==> src/design/mdm_pkg.sv <==
package mdm_pkg;

    // Drive range after the stick clamp
    localparam int FULL_DRIVE = 255;
    localparam int HALF_DRIVE = 128;

    // Governor: limit = floor(pct * 255 / 100), done as a reciprocal multiply
    localparam logic [6:0]  PCT_MAX     = 7'd100;
    localparam logic [12:0] LIM_RECIP   = 13'd5243;
    localparam int          LIM_SHIFT   = 19;
    localparam logic [6:0]  PCT_RESET   = 7'd100;
    localparam logic [7:0]  LIM_RESET   = 8'd255;

    // Depth of the queue between front and back
    localparam int QUEUE_DEPTH = 4;

    // Mixing modes picked by the front
    typedef enum logic [1:0] {
        MODE_SPIN,
        MODE_SLIDE,
        MODE_VEER,
        MODE_PROPEL
    } mdm_mode_t;

    // Classified item handed from front to back
    typedef struct packed {
        mdm_mode_t          mode;
        logic signed [8:0]  y;          // governed y
        logic signed [8:0]  xg;         // governed x, used when y is zero
        logic [7:0]         factor;     // scale factor for one side
        logic               div128;     // divide by 128 instead of 255
        logic               neg;        // negate the scaled side
        logic               scale_en;   // one side gets scaled
        logic               scale_left; // the scaled side is the left one
    } mdm_item_t;

endpackage

==> src/design/mdm_front.sv <==
module mdm_front
(
    input  logic                    clk,
    input  logic                    rst_n,
    input  logic                    cfg_wr,
    input  logic [6:0]              cfg_pct,
    input  logic                    push,
    input  logic                    full,
    input  logic signed [15:0]      axis_x,
    input  logic signed [15:0]      axis_y,
    input  logic                    strafe_mode,
    output logic                    item_wr,
    output mdm_pkg::mdm_item_t      item
);

    logic [7:0]         lim_reg;
    logic [7:0]         lim_next;
    logic [6:0]         pct_sat;
    logic [14:0]        pct_x255;
    logic [27:0]        lim_prod;
    logic signed [8:0]  x_c;
    logic signed [8:0]  y_c;
    logic signed [9:0]  lim_s;
    logic signed [8:0]  y_g;
    logic signed [8:0]  x_g;
    logic [7:0]         ax;

    // Work out the governor limit from the written percentage
    always_comb
    begin
        pct_sat  = (cfg_pct > mdm_pkg::PCT_MAX) ? mdm_pkg::PCT_MAX : cfg_pct;
        pct_x255 = {pct_sat, 8'd0} - {8'd0, pct_sat};
        lim_prod = {13'd0, pct_x255} * {15'd0, mdm_pkg::LIM_RECIP};
        lim_next = lim_prod[mdm_pkg::LIM_SHIFT +: 8];
    end

    // Hold the limit
    always_ff @(posedge clk or negedge rst_n)
    begin
        if (!rst_n)
        begin
            lim_reg <= mdm_pkg::LIM_RESET;
        end
        else if (cfg_wr)
        begin
            lim_reg <= lim_next;
        end
    end

    // Clamp both axes, then govern y and x
    always_comb
    begin
        if (axis_x > 16'sd255)
            x_c = 9'sd255;
        else if (axis_x < -16'sd255)
            x_c = -9'sd255;
        else
            x_c = axis_x[8:0];

        if (axis_y > 16'sd255)
            y_c = 9'sd255;
        else if (axis_y < -16'sd255)
            y_c = -9'sd255;
        else
            y_c = axis_y[8:0];

        lim_s = $signed({2'b00, lim_reg});

        if (10'(y_c) > lim_s)
            y_g = lim_s[8:0];
        else if (10'(y_c) < -lim_s)
            y_g = 9'(-lim_s);
        else
            y_g = y_c;

        if (10'(x_c) > lim_s)
            x_g = lim_s[8:0];
        else if (10'(x_c) < -lim_s)
            x_g = 9'(-lim_s);
        else
            x_g = x_c;

        ax = x_c[8] ? 8'(-x_c) : x_c[7:0];
    end

    // Classify the item
    always_comb
    begin
        item.y          = y_g;
        item.xg         = x_g;
        item.factor     = 8'(mdm_pkg::FULL_DRIVE) - ax;
        item.div128     = 1'b0;
        item.neg        = 1'b0;
        item.scale_en   = 1'b0;
        item.scale_left = x_c[8];
        if (y_g == 9'sd0)
        begin
            item.mode = strafe_mode ? mdm_pkg::MODE_SLIDE : mdm_pkg::MODE_SPIN;
        end
        else if (!strafe_mode)
        begin
            item.mode     = mdm_pkg::MODE_VEER;
            item.scale_en = (ax != 8'd0);
        end
        else
        begin
            item.mode     = mdm_pkg::MODE_PROPEL;
            item.div128   = 1'b1;
            item.scale_en = (ax != 8'd0) && (ax != 8'(mdm_pkg::FULL_DRIVE));
            if (ax > 8'(mdm_pkg::HALF_DRIVE))
            begin
                item.neg = 1'b1;
            end
            else
            begin
                item.factor = 8'(mdm_pkg::HALF_DRIVE) - ax;
            end
        end
    end

    assign item_wr = push && !full;

endmodule

==> src/design/mdm_queue.sv <==
module mdm_queue
#(
    parameter int DEPTH = mdm_pkg::QUEUE_DEPTH
)
(
    input  logic                    clk,
    input  logic                    rst_n,
    input  logic                    wr,
    input  mdm_pkg::mdm_item_t      wr_item,
    output logic                    full,
    input  logic                    rd,
    output logic                    rd_valid,
    output mdm_pkg::mdm_item_t      rd_item
);

    localparam int PTR_W = (DEPTH > 1) ? $clog2(DEPTH) : 1;
    localparam int CNT_W = $clog2(DEPTH + 1);

    mdm_pkg::mdm_item_t     slot_reg [DEPTH];
    logic [PTR_W-1:0]       wptr_reg;
    logic [PTR_W-1:0]       wptr_next;
    logic [PTR_W-1:0]       rptr_reg;
    logic [PTR_W-1:0]       rptr_next;
    logic [CNT_W-1:0]       cnt_reg;
    logic [CNT_W-1:0]       cnt_next;
    logic                   do_wr;
    logic                   do_rd;

    assign full     = (cnt_reg == CNT_W'(DEPTH));
    assign rd_valid = (cnt_reg != '0);
    assign rd_item  = slot_reg[rptr_reg];
    assign do_wr    = wr && !full;
    assign do_rd    = rd && rd_valid;

    // Advance pointers and count
    always_comb
    begin
        wptr_next = wptr_reg;
        rptr_next = rptr_reg;
        cnt_next  = cnt_reg;
        if (do_wr)
            wptr_next = (wptr_reg == PTR_W'(DEPTH - 1)) ? '0 : wptr_reg + 1'b1;
        if (do_rd)
            rptr_next = (rptr_reg == PTR_W'(DEPTH - 1)) ? '0 : rptr_reg + 1'b1;
        if (do_wr && !do_rd)
            cnt_next = cnt_reg + 1'b1;
        else if (do_rd && !do_wr)
            cnt_next = cnt_reg - 1'b1;
    end

    always_ff @(posedge clk or negedge rst_n)
    begin
        if (!rst_n)
        begin
            wptr_reg <= '0;
            rptr_reg <= '0;
            cnt_reg  <= '0;
        end
        else
        begin
            wptr_reg <= wptr_next;
            rptr_reg <= rptr_next;
            cnt_reg  <= cnt_next;
        end
    end

    // Store the incoming item
    always_ff @(posedge clk)
    begin
        if (do_wr)
        begin
            slot_reg[wptr_reg] <= wr_item;
        end
    end

endmodule

==> src/design/mdm_back.sv <==
module mdm_back
(
    input  logic                    clk,
    input  logic                    rst_n,
    input  logic                    in_valid,
    input  mdm_pkg::mdm_item_t      in_item,
    output logic                    in_rd,
    output logic                    empty,
    input  logic                    pop,
    output logic signed [8:0]       left_front_cmd,
    output logic signed [8:0]       left_rear_cmd,
    output logic signed [8:0]       right_front_cmd,
    output logic signed [8:0]       right_rear_cmd
);

    typedef struct packed {
        mdm_pkg::mdm_mode_t mode;
        logic signed [8:0]  y;
        logic signed [8:0]  xg;
        logic [15:0]        prod;
        logic               div128;
        logic               sneg;
        logic               scale_en;
        logic               scale_left;
    } mdm_work_t;

    mdm_work_t          s1_reg;
    mdm_work_t          s1_next;
    logic               s1_v_reg;
    logic               out_v_reg;
    logic               out_free;
    logic               s1_load;
    logic [7:0]         ymag;
    logic [16:0]        q255_sum;
    logic [7:0]         qmag;
    logic signed [8:0]  scaled;
    logic signed [8:0]  left;
    logic signed [8:0]  right;
    logic signed [8:0]  lf_next;
    logic signed [8:0]  lr_next;
    logic signed [8:0]  rf_next;
    logic signed [8:0]  rr_next;
    logic signed [8:0]  lf_reg;
    logic signed [8:0]  lr_reg;
    logic signed [8:0]  rf_reg;
    logic signed [8:0]  rr_reg;

    // Stall control for the two stages
    assign out_free = !out_v_reg || pop;
    assign s1_load  = !s1_v_reg || out_free;
    assign in_rd    = in_valid && s1_load;
    assign empty    = !out_v_reg;

    // Stage 1: multiply the magnitude of y by the side factor
    always_comb
    begin
        ymag               = in_item.y[8] ? 8'(-in_item.y) : in_item.y[7:0];
        s1_next.mode       = in_item.mode;
        s1_next.y          = in_item.y;
        s1_next.xg         = in_item.xg;
        s1_next.prod       = ymag * in_item.factor;
        s1_next.div128     = in_item.div128;
        s1_next.sneg       = in_item.y[8] ^ in_item.neg;
        s1_next.scale_en   = in_item.scale_en;
        s1_next.scale_left = in_item.scale_left;
    end

    always_ff @(posedge clk or negedge rst_n)
    begin
        if (!rst_n)
        begin
            s1_v_reg <= 1'b0;
        end
        else if (s1_load)
        begin
            s1_v_reg <= in_valid;
        end
    end

    always_ff @(posedge clk)
    begin
        if (in_rd)
        begin
            s1_reg <= s1_next;
        end
    end

    // Stage 2: divide with truncation toward zero, then map to the wheels
    always_comb
    begin
        // floor(p / 255) is exact as (p + (p >> 8) + 1) >> 8 for p up to 255 * 255
        q255_sum = {1'b0, s1_reg.prod} + {9'd0, s1_reg.prod[15:8]} + 17'd1;
        qmag     = s1_reg.div128 ? s1_reg.prod[14:7] : q255_sum[15:8];
        scaled   = s1_reg.sneg ? 9'(-{1'b0, qmag}) : $signed({1'b0, qmag});
        left     = (s1_reg.scale_en && s1_reg.scale_left) ? scaled : s1_reg.y;
        right    = (s1_reg.scale_en && !s1_reg.scale_left) ? scaled : s1_reg.y;

        case (s1_reg.mode)
            mdm_pkg::MODE_SPIN:
            begin
                lf_next = -s1_reg.xg;
                lr_next = -s1_reg.xg;
                rf_next = s1_reg.xg;
                rr_next = s1_reg.xg;
            end
            mdm_pkg::MODE_SLIDE:
            begin
                lf_next = s1_reg.xg;
                rf_next = s1_reg.xg;
                lr_next = -s1_reg.xg;
                rr_next = -s1_reg.xg;
            end
            mdm_pkg::MODE_VEER:
            begin
                lf_next = left;
                lr_next = left;
                rf_next = right;
                rr_next = right;
            end
            default:
            begin
                if (!s1_reg.y[8])
                begin
                    lf_next = left;
                    lr_next = right;
                    rr_next = left;
                    rf_next = right;
                end
                else
                begin
                    lf_next = right;
                    lr_next = left;
                    rr_next = right;
                    rf_next = left;
                end
            end
        endcase
    end

    always_ff @(posedge clk or negedge rst_n)
    begin
        if (!rst_n)
        begin
            out_v_reg <= 1'b0;
        end
        else if (out_free)
        begin
            out_v_reg <= s1_v_reg;
        end
    end

    // Hold the result until it is popped
    always_ff @(posedge clk)
    begin
        if (out_free && s1_v_reg)
        begin
            lf_reg <= lf_next;
            lr_reg <= lr_next;
            rf_reg <= rf_next;
            rr_reg <= rr_next;
        end
    end

    assign left_front_cmd  = lf_reg;
    assign left_rear_cmd   = lr_reg;
    assign right_front_cmd = rf_reg;
    assign right_rear_cmd  = rr_reg;

endmodule

==> src/design/mecanum_drive_mixer.sv <==
// Path: an accepted item passes through the queue, the stage-1 register and the output
// register before its result shows (empty low).
// Throughput: one item per cycle; the front-to-back queue (QUEUE_DEPTH items) and the
// two back stages absorb stalls, so full rises only when all of them are occupied.
// Reset: rst_n clears the queue and both back stages and sets the governor limit to 255, as for 100 percent.
module mecanum_drive_mixer
#(
    parameter int QUEUE_DEPTH = mdm_pkg::QUEUE_DEPTH
)
(
    input  logic                clk,
    input  logic                rst_n,
    input  logic                max_speed_percent_wr,
    input  logic [6:0]          max_speed_percent,
    input  logic                push,
    output logic                full,
    input  logic signed [15:0]  axis_x,
    input  logic signed [15:0]  axis_y,
    input  logic                strafe_mode,
    output logic                empty,
    input  logic                pop,
    output logic signed [8:0]   left_front_cmd,
    output logic signed [8:0]   left_rear_cmd,
    output logic signed [8:0]   right_front_cmd,
    output logic signed [8:0]   right_rear_cmd
);

    logic                   item_wr;
    mdm_pkg::mdm_item_t     front_item;
    logic                   q_valid;
    logic                   q_rd;
    mdm_pkg::mdm_item_t     q_item;

    // Clamp, govern and classify
    mdm_front u_front
    (
        .clk         (clk),
        .rst_n       (rst_n),
        .cfg_wr      (max_speed_percent_wr),
        .cfg_pct     (max_speed_percent),
        .push        (push),
        .full        (full),
        .axis_x      (axis_x),
        .axis_y      (axis_y),
        .strafe_mode (strafe_mode),
        .item_wr     (item_wr),
        .item        (front_item)
    );

    // Decouple front from back
    mdm_queue #(.DEPTH(QUEUE_DEPTH)) u_queue
    (
        .clk      (clk),
        .rst_n    (rst_n),
        .wr       (item_wr),
        .wr_item  (front_item),
        .full     (full),
        .rd       (q_rd),
        .rd_valid (q_valid),
        .rd_item  (q_item)
    );

    // Scale and map to the wheels
    mdm_back u_back
    (
        .clk             (clk),
        .rst_n           (rst_n),
        .in_valid        (q_valid),
        .in_item         (q_item),
        .in_rd           (q_rd),
        .empty           (empty),
        .pop             (pop),
        .left_front_cmd  (left_front_cmd),
        .left_rear_cmd   (left_rear_cmd),
        .right_front_cmd (right_front_cmd),
        .right_rear_cmd  (right_rear_cmd)
    );

endmodule
==> config.mk <==
export PLATFORM = sky130hd
export DESIGN_NAME = mecanum_drive_mixer
export DESIGN_NICKNAME = d
export VERILOG_FILES = /design/src/design/mdm_pkg.sv /design/src/design/mdm_front.sv /design/src/design/mdm_queue.sv /design/src/design/mdm_back.sv /design/src/design/mecanum_drive_mixer.sv
export SDC_FILE = /design/constraint.sdc
export NUM_CORES = 1
export LEC_CHECK = 0
export ABC_AREA = 1
export BUFFER_PORTS_ARGS = -buffer_cell sky130_fd_sc_hd__buf_2
export CAP_MARGIN = 30
export CORE_MARGIN = 2
export CORE_UTILIZATION = 44
export CTS_BUF_LIST = sky130_fd_sc_hd__clkbuf_4
export DETAILED_ROUTE_END_ITERATION = 10
export PLACE_DENSITY_LB_ADDON = 0.15
export SLEW_MARGIN = 20
export SYNTH_ARGS = -nofsm -noshare
export SYNTH_HDL_FRONTEND = slang
export SYNTH_SLANG_ARGS = --single-unit
==> constraint.sdc <==
create_clock -name clk -period 5.92 [get_ports clk]
set_clock_uncertainty 0.1 [all_clocks]
set_input_delay 1.184 -clock clk [delete_from_list [all_inputs] [get_ports clk]]
set_output_delay 1.184 -clock clk [all_outputs]
set_load 0.02 [all_outputs]
==> flow_metrics.tcl, run 1 <==
set metrics [dict create \
    syn_area_per_cell_um2 8.597 \
    drt_first_pass_iters 6 \
    hp-class "in -> async" \
    yosysTopAreaCellShare 0.3328 \
    synthFlopType "edfxtp_1" \
    synth_edf_count 204 \
    cpPeakStageDelay_ns 0.53 \
    wl_mm 45.93 \
    cts-root-buf "clkbuf_4" \
    status "finished with violations" \
    crit_cells 34 \
    timing.critical_path.buf_inv 12 \
    grt_util_all_layers 0.2150 \
    htreeDepth 2 \
    clock_latency_ns 0.70 \
    rr_endpoint "u_back.s1_reg[18]" \
    io_pins 83 \
    setup_viol 5 \
    drv_cap 0 \
    violations "negative setup slack" \
    syn_inst 2141 \
    crit_type "in -> reg" \
    hpwlAfterDp_mm 35.69 \
    tightest_slew_ns 0.8714 \
    dieArea_mm2 0.04348 \
    max_freq_mhz 165.5 \
    die_w_um 208.5 \
    drt-initial-drc-count 858 \
    ant_nets 0 \
    initial_utilization 0.4487 \
    reg2reg_depth 32 \
    viasPerCell 5.058 \
    synthesis.area_mm2 0.01841 \
    vias 15260 \
    cts_tree "yes" \
    grt_pass1_wl_mm 75.30 \
    worstPathMaxFanout 4 \
    fin_setup_tns_ns -0.4482 \
    yosysWarnings 0 \
    rsz0062_at_grt "yes" \
    dp_slack_ns -0.9879 \
    grt_pass1_vias 15110 \
    worst_r2r_startpoint "u_queue.rptr_reg[0]" \
    post_drt_wl_per_cell_um 15.22 \
    cts_made_buffers 55 \
    worstSetupEndpoint "u_front.lim_reg[5]" \
    cp_slowest_cell "fa_1" \
    syn-num-nets 2478 \
    finalHoldViolCount 0 \
    core_area_mm2 0.04102 \
    grt_antenna_before_repair 2 \
    cp.arrival_ns 6.54 \
    drc_errors 0 \
    finalCritPeriodShare 1.021 \
    fin_crit_ns 6.044 \
    syn2layout_area_growth_pct 21.66 \
    ys_async_sr_fraction 0.07692 \
    grt_remaining_overflow 0 \
    largest_reg_flops 128 \
    cpMostUsedCell "inv_2" \
    slew_headroom 0.4191 \
    slew_violations 0 \
    yosysTopAreaCell "edfxtp_1" \
    worst_setup_path_startpoint "max_speed_percent[0]" \
    clock-sinks 221 \
    clock_path_buffers 3 \
    final_common_cell "nand2_1" \
    gp_congestion 0.9130 \
    final_area_mm2 0.02239 \
    row_count 74 \
    mostFrequentLayoutCells "431 x nand2_1, 366 x inv_1, 204 x edfxtp_1" \
    endpoint_kind "flop" \
    critPathLaunchType "primary input" \
    path_delay_family "adder cells" \
    die_y_um 208.5 \
    place_area_mm2 0.02092 \
    io_buffers 82 \
    layout-drive-gt1-share 0.2347 \
    required_ns 6.42 \
    rrSetupSlack_ns 0.09 \
    synth_cell_types 53 \
    synthTopCellsByArea "edfxtp_1 33%, ha_1 13%, fa_1 11%" \
    path_clk_slew_ns 0.06 \
    final_nets 2780 \
    synth_seq_cells 221 \
    grt_max_degree 45 \
    fin_ws_ns -0.1236 \
    seq_area_frac_synth 0.3565 \
]
==> per-stage QoR <==
stage | util | std cells | hold WS [ns]
2_1_floorplan | - | 2141 | 0.3530
3_3_place_gp | 0.5101 | 2881 | 0.4083
3_5_place_dp | 0.5101 | 2881 | 0.4210
4_1_cts | 0.5345 | 3004 | 0.3155
5_1_grt | 0.5459 | 3017 | 0.3406
6_report | 0.5459 | 3017 | 0.3739
==> synthesized netlist by cell type, types with 16 or more instances <==
cell type and count:
inv_1 399, nand4_1 31, or2_2 26, o211ai_1 16, a21oi_1 72, nand2_1 454
edfxtp_1 204, o21ai_0 102, fa_1 103, xor2_1 27, nand3_1 140, ha_1 189
nor3_1 16, o22ai_1 19, nor2_1 175, clkbuf_1 29
==> worst min path at each step <==
stage / startpoint / to / slack, ns / cells after the start
6_report: rst_n / u_queue.wptr_reg[1] / 0.37 / 1
5_1_grt: rst_n / u_queue.wptr_reg[1] / 0.34 / 1
4_1_cts: rst_n / u_queue.wptr_reg[1] / 0.32 / 1
3_5_place_dp: u_front.lim_reg[7] / u_front.lim_reg[7] / 0.42 / 2
3_3_place_gp: u_back.s1_v_reg / u_back.out_v_reg / 0.41 / 2
2_1_floorplan: u_back.s1_v_reg / u_back.out_v_reg / 0.35 / 2
==> worst register-to-register path: cells and delay by family, from the launching register on <==
kind	cells	cell delay [ns]
buf+inv	10	0.98
fa+ha+maj	6	2.37
compound gates	6	0.88
xor+xnor	1	0.14
flops	1	0.45
simple gates	9	0.66
==> kinds of logic after synthesis <==
| group | count (synthesis) | synth area share |
|---|---|---|
| mux | 1 | 0.0006118 |
| buf+inv | 454 | 0.09456 |
| compound gates | 255 | 0.08083 |
| flops | 221 | 0.3565 |
| fa+ha+maj | 292 | 0.2405 |
| xor+xnor | 44 | 0.02257 |
| simple gates | 874 | 0.2044 |
==> layer usage <==
layer	share of wire	GRT usage	up-vias
li1	-	-	7634
met1	0.44	0.2787	7205
met2	0.49	0.3719	340
met3	0.044	0.03049	79
met4	0.023	0.06673	2
met5	0.00035	0	-
==> final cells by class <==
cell class	instances	area [µm²]
fill	3817	18630
clock buffer	75	563.0
tap	532	665.6
antenna	1	2.502
multi-input combinational	1466	10910
inverter	411	1555
timing repair buffer	288	2034
clock inverter	23	100.1
sequential	221	6563
==> repair_timing <==
| item | CTS | global route |
|---|---|---|
| resized for setup | 28 | 98 |
| cloned | 0 | 0 |
| setup endpoints to repair | 9 | 14 |
| setup buffers | 25 | 15 |
| pin swaps | 39 | 58 |
| hold buffers | 0 | 0 |
Power of run 1 is not shown: default switching activity piles up to over one toggle a cycle in this logic, so the estimate is an artifact.
==> run 2: changes to the inputs <==
--- a/config.mk
+++ b/config.mk
@@ -8,7 +8,6 @@
 export ABC_AREA = 1
 export BUFFER_PORTS_ARGS = -buffer_cell sky130_fd_sc_hd__buf_2
 export CAP_MARGIN = 30
-export CORE_MARGIN = 2
 export CORE_UTILIZATION = 44
 export CTS_BUF_LIST = sky130_fd_sc_hd__clkbuf_4
 export DETAILED_ROUTE_END_ITERATION = 10
==> flow_metrics.tcl, run 2 (synthesized netlist as in run 1, its figures left out) <==
set metrics [dict create \
    hp-class "in -> async" \
    finalCritPeriodShare 1.020 \
    multi_input_area_mm2 0.01082 \
    max_freq_mhz 165.6 \
    drc_errors 6 \
    final_common_cell "nand2_1" \
    grt_antenna_before_repair 1 \
    dp_cells 2873 \
    cts-root-buf "clkbuf_4" \
    grt_util_all_layers 0.2196 \
    final_cells 3010 \
    cts_tree "yes" \
    grt_max_degree 45 \
    final_util 0.5441 \
    critPathLaunchType "primary input" \
    largest_reg_flops 128 \
    core_area_mm2 0.04102 \
    fin_crit_ns 6.038 \
    regArea_mm2 0.006563 \
    fill_cells 3840 \
    clock_latency_ns 0.77 \
    crit_type "in -> reg" \
    die_w_um 206.5 \
    clock_path_buffers 3 \
    status "finished with violations" \
    mostFrequentLayoutCells "433 x nand2_1, 366 x inv_1, 204 x edfxtp_1" \
    syn2layout_area_growth_pct 21.25 \
    ant_nets 0 \
    viasPerCell 5.021 \
    initial_utilization 0.4487 \
    post_drt_wl_per_cell_um 14.98 \
    slew_violations 0 \
    drt_first_pass_iters 8 \
    hpwlAfterDp_mm 35.58 \
    vias 15110 \
    wl_mm 45.10 \
    grt_pass1_wl_mm 73.48 \
    holdBufCountCts 0 \
    dieArea_mm2 0.04265 \
    cpMostUsedCell "fa_1" \
    path_clk_slew_ns 0.07 \
    io_buffers 82 \
    tightest_slew_ns 0.8294 \
    die_y_um 206.5 \
    cp_slowest_cell "fa_1" \
    final_nets 2767 \
    final_area_mm2 0.02232 \
    gp_congestion 0.9209 \
    drv_cap 0 \
    place_area_mm2 0.02089 \
    grt_remaining_overflow 0 \
    slew_headroom 0.4450 \
    cp.arrival_ns 6.60 \
    htreeDepth 2 \
    io_pins 83 \
    cpPeakStageDelay_ns 0.49 \
    finalHoldViolCount 0 \
    cts_made_buffers 59 \
    violations "design-rule violations, negative setup slack" \
    endpoint_kind "flop" \
    layout-drive-gt1-share 0.2317 \
    required_ns 6.48 \
    row_count 74 \
    worstPathMaxFanout 4 \
    rsz0062_at_grt "yes" \
    fin_ws_ns -0.1178 \
    rrSetupSlack_ns 0.11 \
    grt_pass1_vias 14920 \
    drt-initial-drc-count 796 \
    clock-sinks 221 \
    dp_slack_ns -0.9342 \
    setup_viol 5 \
]
==> run 2: cell types whose count changed in the layout (fill, tap and decap cells not counted), sizes merged <==
cell	previous run	this run
inv	407	409
clkbuf	75	81
bufinv	0	2
clkinv	25	27
clkinvlp	2	0
buf	288	271
==> run 2: final cells by class <==
class	instances	share of cell area
diodes	1	0.0001121
clock buffers	81	0.02725
clock inverters	27	0.008298
inverters	411	0.06969
multi-input cells	1466	0.4850
flip-flops and latches	221	0.2941
well taps	532	0.02983
repair buffers	271	0.08573
==> run 2: metrics by stage <==
stage | setup TNS [ns] | hold slack (ns)
floorplan | -3.246 | 0.3530
global placement | -6.232 | 0.3994
detailed placement | -7.106 | 0.4212
CTS | 0 | 0.2154
global route | -1.996 | 0.2690
finish | -0.3799 | 0.2966
==> run 2: what timing repair did <==
action	CTS	global route
gates resized for setup	15	98
pin swaps	23	68
endpoints found under the setup margin	9	11
buffers inserted	7	22
==> run 2: worst max-delay path, delay by kind of cell <==
kind	cells	cell delay (ns)
AO/OA/AOI/OAI	6	0.85
XOR/XNOR	1	0.23
adder cells (fa/ha/maj)	7	2.59
buffers and inverters	9	0.77
AND/OR/NAND/NOR	9	0.99
==> run 2: routing by layer <==
layer	part of all wire	GRT usage	vias to the layer above
met3	0.039	0.02633	68
met2	0.50	0.3832	320
met1	0.44	0.2834	7099
met5	0	0	-
met4	0.023	0.06723	0
li1	-	-	7627
==> run 2: worst paths after layout <==
| kind | start | to | cells after the start |
|---|---|---|---|
| max reg2reg | u_queue.rptr_reg[0] | u_back.s1_reg[19] | 30 |
| min reg2reg | u_front.lim_reg[7] | u_front.lim_reg[7] | 2 |
| min | rst_n | u_queue.rptr_reg[0] | 1 |
| max | max_speed_percent[0] | u_front.lim_reg[4] | 32 |
| max in group asynchronous | rst_n | u_back.out_v_reg | 1 |
| min in group clk | u_front.lim_reg[7] | u_front.lim_reg[7] | 2 |
Power of run 2 is left out for the same reason.
